<file path="src/rtl/psp_pkg.sv">
// Package for the parallel segment pair finder: sizes, fixed-point
// constants, CORDIC arctangent table, register indexes and sequencer states.
// No dependencies.
`timescale 1ns / 1ps

package psp_pkg;

  localparam int MAX_SEGMENTS    = 16;
  localparam int COORD_BITS      = 12;
  localparam int ANGLE_FRAC_BITS = 13;

  localparam int IDX_W  = $clog2(MAX_SEGMENTS);
  localparam int CNT_W  = IDX_W + 1;
  localparam int ANG_W  = 16;
  localparam int TOL_W  = 15;
  localparam int LIM_W  = 5;
  localparam int LIDX_W = 4;
  localparam int MASK_W = 16;

  // CORDIC datapath: coordinates scaled by 2^14, angle accumulator in Q30
  localparam int CORDIC_STEPS = ANGLE_FRAC_BITS + 3;
  localparam int STEP_W       = $clog2(CORDIC_STEPS);
  localparam int PRE_SHIFT    = 14;
  localparam int XY_W         = COORD_BITS + PRE_SHIFT + 4;
  localparam int Z_W          = 35;
  localparam int RND_SHIFT    = 30 - ANGLE_FRAC_BITS;

  localparam logic [Z_W-1:0] PI_Q30 = Z_W'(64'd3373259426);
  localparam logic [Z_W-1:0] PI_RND = PI_Q30 + (Z_W'(1) << (RND_SHIFT - 1));
  localparam logic [ANG_W+1:0] PI_F = (ANG_W + 2)'(PI_RND >> RND_SHIFT);

  localparam int ATAN_DEPTH = 24;
  localparam int ATAN_IDX_W = $clog2(ATAN_DEPTH);

  localparam logic [29:0] ATAN_Q30 [0:ATAN_DEPTH-1] = '{
    30'd843314857, 30'd497837829, 30'd263043837, 30'd133525159,
    30'd67021688,  30'd33543516,  30'd16775851,  30'd8388437,
    30'd4194283,   30'd2097149,   30'd1048576,   30'd524288,
    30'd262144,    30'd131072,    30'd65536,     30'd32768,
    30'd16384,     30'd8192,      30'd4096,      30'd2048,
    30'd1024,      30'd512,       30'd256,       30'd128
  };

  // configuration port
  localparam int CFG_IDX_W  = 2;
  localparam int CFG_DATA_W = 15;
  localparam logic [CFG_IDX_W-1:0] REG_ANGLE_TOL  = 2'd0;
  localparam logic [CFG_IDX_W-1:0] REG_LINE_LIMIT = 2'd1;

  localparam logic [TOL_W-1:0] TOL_RESET   = 15'd2458;
  localparam logic [LIM_W-1:0] LIMIT_RESET = 5'd16;

  typedef enum logic [2:0] {
    ST_IDLE,
    ST_ROT,
    ST_WRITE,
    ST_ROW_LD,
    ST_ROW_CAP,
    ST_SWEEP,
    ST_EMIT
  } psp_state_t;

endpackage

</file>
<file path="src/rtl/psp_ram.sv">
// Generic single-port-write, single-port-read RAM with registered read data.
// No dependencies.
`timescale 1ns / 1ps

module psp_ram #(
  parameter int WIDTH = 16,
  parameter int DEPTH = 16
) (
  input  logic                     clk,
  input  logic                     we,
  input  logic [$clog2(DEPTH)-1:0] waddr,
  input  logic [WIDTH-1:0]         wdata,
  input  logic [$clog2(DEPTH)-1:0] raddr,
  output logic [WIDTH-1:0]         rdata
);

  logic [WIDTH-1:0] mem [0:DEPTH-1];

  always_ff @(posedge clk) begin
    if (we) begin
      mem[waddr] <= wdata;
    end
    rdata <= mem[raddr];
  end

endmodule

</file>
<file path="src/rtl/parallel_segment_pair_finder_core.sv">
// Top level of the parallel segment pair finder: CORDIC angle sequencer,
// angle store and pairwise compare. Depends on psp_pkg and psp_ram.
`timescale 1ns / 1ps

// Each input beat is one line segment. Up to min(line_limit, 16) segments per
// set are kept; their direction angle atan2(dy, dx) is found by a shared
// CORDIC stage run once per cycle for 16 iterations and written to a 16-entry
// angle RAM (signed, 13 fractional bits of radians). A segment with dy = 0
// skips the rotations. A kept segment is rotated (unless dy = 0) and then
// written; a dropped one is not stored. On the beat marked last_segment, the
// stored angles are walked through the single RAM read port: each row is
// loaded, captured, swept over the later segments and emitted (after any
// output stall) as one result beat with the row's index and a mask of the
// later segments parallel to it (|d| < tol or ||d| - pi| < tol, no 2*pi
// wrap). The last result carries last_result and empties the store. in_stall
// is low only while the sequencer is idle; a pending result may still sit in
// the output register then. Configuration writes are always ready.

module parallel_segment_pair_finder_core (
  input  logic                           clk,
  input  logic                           rst_n,

  input  logic                           in_valid,
  output logic                           in_stall,
  input  logic [psp_pkg::COORD_BITS-1:0] in_start_x,
  input  logic [psp_pkg::COORD_BITS-1:0] in_start_y,
  input  logic [psp_pkg::COORD_BITS-1:0] in_end_x,
  input  logic [psp_pkg::COORD_BITS-1:0] in_end_y,
  input  logic                           in_last_segment,

  output logic                           out_valid,
  input  logic                           out_stall,
  output logic [psp_pkg::LIDX_W-1:0]     out_line_index,
  output logic [psp_pkg::MASK_W-1:0]     out_partner_mask,
  output logic                           out_last_result,

  input  logic                           cfg_valid,
  output logic                           cfg_ready,
  input  logic [psp_pkg::CFG_IDX_W-1:0]  cfg_index,
  input  logic [psp_pkg::CFG_DATA_W-1:0] cfg_data
);

  import psp_pkg::*;

  psp_state_t state_r, state_nxt;

  logic [TOL_W-1:0]  tol_r;
  logic [LIM_W-1:0]  limit_r;
  logic [CNT_W-1:0]  count_r;
  logic [CNT_W-1:0]  lim;
  logic              store_ok;
  logic              last_r;

  // CORDIC registers
  logic signed [XY_W-1:0] x_r, y_r;
  logic signed [Z_W-1:0]  z_r;
  logic [STEP_W-1:0]      step_r;

  // compare walk
  logic [CNT_W-1:0]       i_r, j_r;
  logic signed [ANG_W-1:0] ai_r;
  logic [MASK_W-1:0]      mask_r;

  // output register
  logic              out_valid_r;
  logic [LIDX_W-1:0] out_idx_r;
  logic [MASK_W-1:0] out_mask_r;
  logic              out_last_r;

  // RAM
  logic              ram_we;
  logic [IDX_W-1:0]  ram_raddr;
  logic [ANG_W-1:0]  ram_rdata;
  logic [ANG_W-1:0]  angle_q;

  // input deltas
  logic signed [COORD_BITS:0] dx, dy;
  logic signed [XY_W-1:0]     dx_w, dy_w;
  logic                       dy_zero;

  logic emit_go;
  logic row_last;
  logic par_hit;

  assign cfg_ready = 1'b1;

  assign lim      = (limit_r > LIM_W'(MAX_SEGMENTS)) ? CNT_W'(MAX_SEGMENTS)
                                                    : CNT_W'(limit_r);
  assign store_ok = count_r < lim;

  assign dx      = $signed({1'b0, in_end_x}) - $signed({1'b0, in_start_x});
  assign dy      = $signed({1'b0, in_end_y}) - $signed({1'b0, in_start_y});
  assign dx_w    = XY_W'(dx);
  assign dy_w    = XY_W'(dy);
  assign dy_zero = (dy == '0);

  assign emit_go  = (state_r == ST_EMIT) && (!out_valid_r || !out_stall);
  assign row_last = (i_r + CNT_W'(1)) == count_r;

  // rounding to the stored angle format
  logic signed [Z_W-1:0] z_rnd;
  assign z_rnd   = z_r + $signed(Z_W'(1) << (RND_SHIFT - 1));
  assign angle_q = ANG_W'(z_rnd >>> RND_SHIFT);

  // shared compare unit: a_i against a_j coming out of the RAM
  logic signed [ANG_W:0]   d_s;
  logic [ANG_W:0]          d_abs;
  logic signed [ANG_W+1:0] e_s;
  logic [ANG_W+1:0]        e_abs;
  always_comb begin
    d_s   = (ANG_W + 1)'(ai_r) - (ANG_W + 1)'($signed(ram_rdata));
    d_abs = d_s[ANG_W] ? (ANG_W + 1)'(-d_s) : (ANG_W + 1)'(d_s);
    e_s   = $signed({1'b0, d_abs}) - $signed(PI_F);
    e_abs = e_s[ANG_W+1] ? (ANG_W + 2)'(-e_s) : (ANG_W + 2)'(e_s);
    par_hit = ((ANG_W + 2)'(d_abs) < (ANG_W + 2)'(tol_r)) ||
              (e_abs < (ANG_W + 2)'(tol_r));
  end

  // shared CORDIC stage
  logic signed [XY_W-1:0] xs, ys;
  logic signed [Z_W-1:0]  t_step;
  assign xs     = x_r >>> step_r;
  assign ys     = y_r >>> step_r;
  assign t_step = $signed(Z_W'(ATAN_Q30[ATAN_IDX_W'(step_r)]));

  // next state
  always_comb begin
    state_nxt = state_r;
    case (state_r)
      ST_IDLE: begin
        if (in_valid) begin
          if (store_ok) begin
            state_nxt = dy_zero ? ST_WRITE : ST_ROT;
          end else if (in_last_segment && count_r != '0) begin
            state_nxt = ST_ROW_LD;
          end
        end
      end
      ST_ROT: begin
        if (step_r == STEP_W'(CORDIC_STEPS - 1)) begin
          state_nxt = ST_WRITE;
        end
      end
      ST_WRITE:   state_nxt = last_r ? ST_ROW_LD : ST_IDLE;
      ST_ROW_LD:  state_nxt = ST_ROW_CAP;
      ST_ROW_CAP: state_nxt = row_last ? ST_EMIT : ST_SWEEP;
      ST_SWEEP: begin
        if ((j_r + CNT_W'(1)) == count_r) begin
          state_nxt = ST_EMIT;
        end
      end
      ST_EMIT: begin
        if (emit_go) begin
          state_nxt = row_last ? ST_IDLE : ST_ROW_LD;
        end
      end
      default: state_nxt = ST_IDLE;
    endcase
  end

  // sequencer outputs
  always_comb begin
    in_stall  = 1'b1;
    ram_we    = 1'b0;
    ram_raddr = i_r[IDX_W-1:0];
    case (state_r)
      ST_IDLE:    in_stall  = 1'b0;
      ST_WRITE:   ram_we    = 1'b1;
      ST_ROW_LD:  ram_raddr = i_r[IDX_W-1:0];
      ST_ROW_CAP: ram_raddr = IDX_W'(i_r + CNT_W'(1));
      ST_SWEEP:   ram_raddr = IDX_W'(j_r + CNT_W'(1));
      default: begin
      end
    endcase
  end

  psp_ram #(
    .WIDTH (ANG_W),
    .DEPTH (MAX_SEGMENTS)
  ) u_angle_ram (
    .clk   (clk),
    .we    (ram_we),
    .waddr (count_r[IDX_W-1:0]),
    .wdata (angle_q),
    .raddr (ram_raddr),
    .rdata (ram_rdata)
  );

  // control registers
  always_ff @(posedge clk) begin
    if (!rst_n) begin
      state_r     <= ST_IDLE;
      tol_r       <= TOL_RESET;
      limit_r     <= LIMIT_RESET;
      count_r     <= '0;
      out_valid_r <= 1'b0;
    end else begin
      state_r <= state_nxt;
      if (cfg_valid && cfg_ready) begin
        case (cfg_index)
          REG_ANGLE_TOL:  tol_r   <= cfg_data[TOL_W-1:0];
          REG_LINE_LIMIT: limit_r <= cfg_data[LIM_W-1:0];
          default: begin
          end
        endcase
      end
      if (state_r == ST_WRITE) begin
        count_r <= count_r + CNT_W'(1);
      end else if (emit_go && row_last) begin
        count_r <= '0;
      end
      if (emit_go) begin
        out_valid_r <= 1'b1;
      end else if (!out_stall) begin
        out_valid_r <= 1'b0;
      end
    end
  end

  // datapath registers
  always_ff @(posedge clk) begin
    case (state_r)
      ST_IDLE: begin
        if (in_valid) begin
          last_r <= in_last_segment;
          step_r <= '0;
          i_r    <= '0;
          if (dy_zero) begin
            z_r <= dx[COORD_BITS] ? $signed(PI_Q30) : '0;
          end else if (dx[COORD_BITS]) begin
            x_r <= (-dx_w) <<< PRE_SHIFT;
            y_r <= (-dy_w) <<< PRE_SHIFT;
            z_r <= dy[COORD_BITS] ? -$signed(PI_Q30) : $signed(PI_Q30);
          end else begin
            x_r <= dx_w <<< PRE_SHIFT;
            y_r <= dy_w <<< PRE_SHIFT;
            z_r <= '0;
          end
        end
      end
      ST_ROT: begin
        if (!y_r[XY_W-1]) begin
          x_r <= x_r + ys;
          y_r <= y_r - xs;
          z_r <= z_r + t_step;
        end else begin
          x_r <= x_r - ys;
          y_r <= y_r + xs;
          z_r <= z_r - t_step;
        end
        step_r <= step_r + STEP_W'(1);
      end
      ST_ROW_CAP: begin
        ai_r   <= $signed(ram_rdata);
        mask_r <= '0;
        j_r    <= i_r + CNT_W'(1);
      end
      ST_SWEEP: begin
        if (par_hit) begin
          mask_r[j_r[IDX_W-1:0]] <= 1'b1;
        end
        j_r <= j_r + CNT_W'(1);
      end
      ST_EMIT: begin
        if (emit_go) begin
          out_idx_r  <= LIDX_W'(i_r);
          out_mask_r <= mask_r;
          out_last_r <= row_last;
          i_r        <= i_r + CNT_W'(1);
        end
      end
      default: begin
      end
    endcase
  end

  assign out_valid        = out_valid_r;
  assign out_line_index   = out_idx_r;
  assign out_partner_mask = out_mask_r;
  assign out_last_result  = out_last_r;

  // checks
  a_count_bound: assert property (@(posedge clk) disable iff (!rst_n)
    count_r <= CNT_W'(MAX_SEGMENTS))
    else $error("stored count above store depth");

  a_write_in_limit: assert property (@(posedge clk) disable iff (!rst_n)
    ram_we |-> count_r < lim)
    else $error("angle written beyond line limit");

  a_sweep_order: assert property (@(posedge clk) disable iff (!rst_n)
    state_r == ST_SWEEP |-> (j_r > i_r) && (j_r < count_r))
    else $error("pair walk out of order");

  a_last_clears: assert property (@(posedge clk) disable iff (!rst_n)
    emit_go && row_last |=> count_r == '0 && out_valid && out_last_result)
    else $error("final result did not empty the store");

endmodule

</file>
<file path="config.mk">
export PLATFORM = sky130hd
export DESIGN_NAME = parallel_segment_pair_finder_core
export DESIGN_NICKNAME = d
export VERILOG_FILES = /design/src/rtl/psp_pkg.sv /design/src/rtl/psp_ram.sv /design/src/rtl/parallel_segment_pair_finder_core.sv
export SDC_FILE = /design/constraint.sdc
export NUM_CORES = 1
export LEC_CHECK = 0
export BUFFER_PORTS_ARGS = -buffer_cell sky130_fd_sc_hd__buf_4
export CAP_MARGIN = 20
export CORE_AREA = 5 5 296 443
export DETAILED_ROUTE_END_ITERATION = 8
export DIE_AREA = 0 0 301 448
export GPL_TIMING_DRIVEN = 1
export SLEW_MARGIN = 25
export SYNTH_ARGS = -nofsm -noshare
export SYNTH_HDL_FRONTEND = slang
export SYNTH_SLANG_ARGS = --single-unit
</file>
<file path="constraint.sdc">
create_clock -name clk -period 7.2 [get_ports clk]
set_input_delay 0 -clock clk [delete_from_list [all_inputs] [get_ports clk]]
set_output_delay 0 -clock clk [all_outputs]
set_load 0.05 [all_outputs]
</file>
==> summary.md <==
| Metric | Value |
|---|---|
| Status | `complete, no violations` |
| Remaining routing DRC violations | `0` |
| Layout cells sized above 1 | `11.30%` |
| Top Ports | `95` |
| CP delay by family, top | `compound AO/OA/AOI/OAI gates` |
| Critical Path RT | `7.52 ns` |
| Syn Std Cell Area | `about 0.031 mm²` |
| EDFF count, synth | `417` |
| Final setup violation count | `0` |
| Relative slew slack | `34.76%` |
| Via-to-Cell Ratio | `4.854` |
| Worst Path Arrival | `between 6 and 7 ns` |
| Mapped Nets | `3,442` |
| RSZ-0062 raised after global routing | `false` |
| F_max | `~150 MHz` |
| Vias in the first global route | `24.20k` |
| Post-CTS Setup Inserts | `0` |
| Fillers | `about 13k` |
| Tcrit/Tclk final | `92.63%` |
| Full die area | `0.1348 mm²` |
| Largest stage delay on the critical path | `approximately 0.42 ns` |
| Worst slew pin tran | `0.9752 ns` |
| Buffer and inverter count on the worst path | `3` |
| Element type at the critical path start | `flop` |
| Row cnt | `between 150 and 200` |
| Total number of vias | `24.37k` |
| Dpl ws | `about 0.46 ns` |
| CP dominant cell by count | `a21o_1` |
| Dominant synthesized flop cell | `edfxtp_1` |
| GP Congestion | `0.8612` |
| Pin count of the biggest net entering global routing | `129` |
| First-pass detailed-route iteration total | `5` |
| Total GRT Usage | `11.76%` |
| H-tree Lvls | `2` |
| WL per Instance | `16.35 µm` |
| WL final | `just over 80 mm` |
| IO buf count | `93` |
| Initial antenna violation count | `2` |
| Remaining Overflow, GRT | `0` |
| Hpwl dp | `57.99 mm` |
| Worst Setup Path Type | `flop to flop` |
| DR iter-0 viols | `approximately 1.4k` |
| GR peak layer | `met2` |
| Slew Viols, Final | `0` |
| CTS tree | `built` |
| Sink Count | `approximately 460` |
| Met2 usage in global routing | `a little under a quarter` |
| Syn_area_per_cell | `a little under 10 µm²` |
| Root Buffer | `clkbuf_16` |
| Worst-Skew Late Latency | `roughly 0.63 ns` |
| Met1 GRT Util | `13.16%` |
| Worst Slack Setup Final | `0.5305 ns` |
| First-pass GRT wire length | `129.6 mm` |
| MaxCap Viol Count | `0` |
| Worst-case clock buffer depth | `3` |
| CTS Hold Bufs | `53` |
| Ys async rst share | `0%` |
| Nets | `3,538` |
| Highest net fanout along the worst path | `16` |
| Post-synth cell types | `107` |
| Die width | `around 300 µm` |
| Sequential area share after synthesis | `between 40% and 50%` |
| Area of the core | `between 0.1 and 0.15 mm²` |
| Area Growth Syn to Fin | `16.31%` |
| Final setup skew | `0.05523 ns` |
| Initial Util | `between 20% and 30%` |
| Ys Warns | `0` |
| CTS resizes | `0` |
| Final TNS setup | `0 ns` |
| Clock Pin Slew Worst Setup and Hold Paths | `around 0.060 ns` |
| CP max-delay cell | `fa_1` |
| Hold Path Class | `primary input to flop` |
| Die height | `around 450 µm` |
| Grt met3 use | `1.469%` |
| Number of synthesized register bits | `462` |
| Final ANT Viol Nets | `0` |
| Cells after synthesis | `approximately 3.2k` |
| Tmin final | `6.670 ns` |
| Util after Layout | `28.90%` |
| Final hold viol count | `0` |
| Num CTS Buffers | `52` |
| CP endpoint kind | `flop` |
[metal layers]
metal  wire [µm]  up-vias
met5           0        -
met4        3085        0
met3        3661      170
met2       43340      629
met1       32010    11673
li1            -    11899
[through the flow]
| stage | area, µm² | hold slack (ns) | std cells |
|---|---|---|---|
| after floorplan | 31440 | 0.09887 | 3179 |
| after global placement | 34180 | 0.1936 | 4867 |
| after detailed placement | 34220 | 0.1969 | 4867 |
| after CTS | 36470 | 0.03722 | 5018 |
| after global routing | 36560 | 0.07933 | 5021 |
| final | 36560 | 0.06899 | 5021 |
[kinds of logic after synthesis]
| family | share of synthesized area, % |
|---|---|
| buffers and inverters | 3.658 |
| AND/OR/NAND/NOR | 14.47 |
| XOR/XNOR | 7.683 |
| AO/OA/AOI/OAI | 18.18 |
| adder cells (fa/ha/maj) | 7.786 |
| multiplexers | 5.509 |
| flip-flops | 42.71 |
| other | 0.01193 |
[synthesized netlist by cell type, types with 19 or more instances]
master,count,share of area [%]
mux2i_1,47,1.5
mux4_2,49,3.5
ha_1,186,7.4
a21oi_1,244,3.9
edfxtp_1,417,40
nand2b_1,23,0.46
nand2_1,352,4.2
inv_1,132,1.6
o21a_1,22,0.53
buf_2,19,0.30
nor3_1,35,0.56
a211oi_1,96,2.3
a21o_1,76,1.8
dfxtp_1,45,2.9
nand3_1,56,0.89
and2_1,82,1.6
and3_1,24,0.48
o21ai_0,171,2.7
clkbuf_1,112,1.3
a31oi_1,68,1.4
xnor2_1,161,4.5
a21boi_0,23,0.55
nor2_1,250,3.0
o211ai_1,25,0.60
nor2b_1,34,0.68
a311oi_1,36,1.0
xor2_1,106,3.0
[layout by cell type (no fill, tap or decap), types with 45 or more instances in the layout]
| master | instances |
|---|---|
| and2_1 | 82 |
| edfxtp_1 | 417 |
| nand2_1 | 352 |
| xnor2_1 | 150 |
| ha_1 | 186 |
| a21o_1 | 75 |
| clkbuf_16 | 52 |
| a31oi_1 | 68 |
| xor2_1 | 103 |
| dlygate4sd3_1 | 53 |
| a211oi_1 | 96 |
| o21ai_0 | 170 |
| dfxtp_1 | 45 |
| buf_4 | 140 |
| a21oi_1 | 239 |
| nor2_1 | 238 |
| mux2i_1 | 47 |
| nand3_1 | 56 |
| mux4_2 | 49 |
| inv_1 | 131 |
[final timing paths]
check                             start        end  slack [ns]  depth (start not counted)
setup / recovery                ai_r[0]  mask_r[0]        0.53                         31
hold / removal              in_end_y[0]    y_r[14]        0.07                          4
setup reg to reg                ai_r[0]  mask_r[0]        0.53                         31
hold reg to reg   u_angle_ram.rdata[11]   ai_r[11]        0.43                          0
[worst reg2reg max path, delay by kind of cell, from the launching register on]
family / cells / cell delay [ns]
buffers and inverters: 3 / 0.40
AO/OA/AOI/OAI: 17 / 3.02
AND/OR/NAND/NOR: 5 / 0.97
adder cells (fa/ha/maj): 4 / 1.16
XOR/XNOR: 1 / 0.18
flip-flops: 1 / 0.32
multiplexers: 1 / 0.35
[area by class of cell]
cell class	count	area, µm²	share of cell area, %
Timing Repair Buffer	197	1657	4.531
Clock buffer	64	1356	3.710
Multi-Input combinational cell	2425	17120	46.83
Clock inverter	34	359.1	0.9822
Tap cell	1701	2128	5.822
Antenna cell	1	2.502	0.006845
Inverter	137	514.2	1.407
Sequential cell	462	13420	36.72
[state kept, by name, indices dropped and copies added (netlist names), 3 cells and up]
| signal | flops |
|---|---|
| out_partner_mask | 16 |
| count_r | 5 |
| u_angle_ram.mem | 256 |
| x_r | 30 |
| out_line_index | 4 |
| state_r | 3 |
| ai_r | 16 |
| mask_r | 16 |
| z_r | 33 |
| limit_r | 5 |
| i_r | 5 |
| j_r | 5 |
| y_r | 30 |
| step_r | 4 |
| u_angle_ram.rdata | 16 |
| tol_r | 15 |
Power is left out: the tool's default activity adds up to more than one toggle a clock period on the data nets, which glitch-free logic cannot reach.
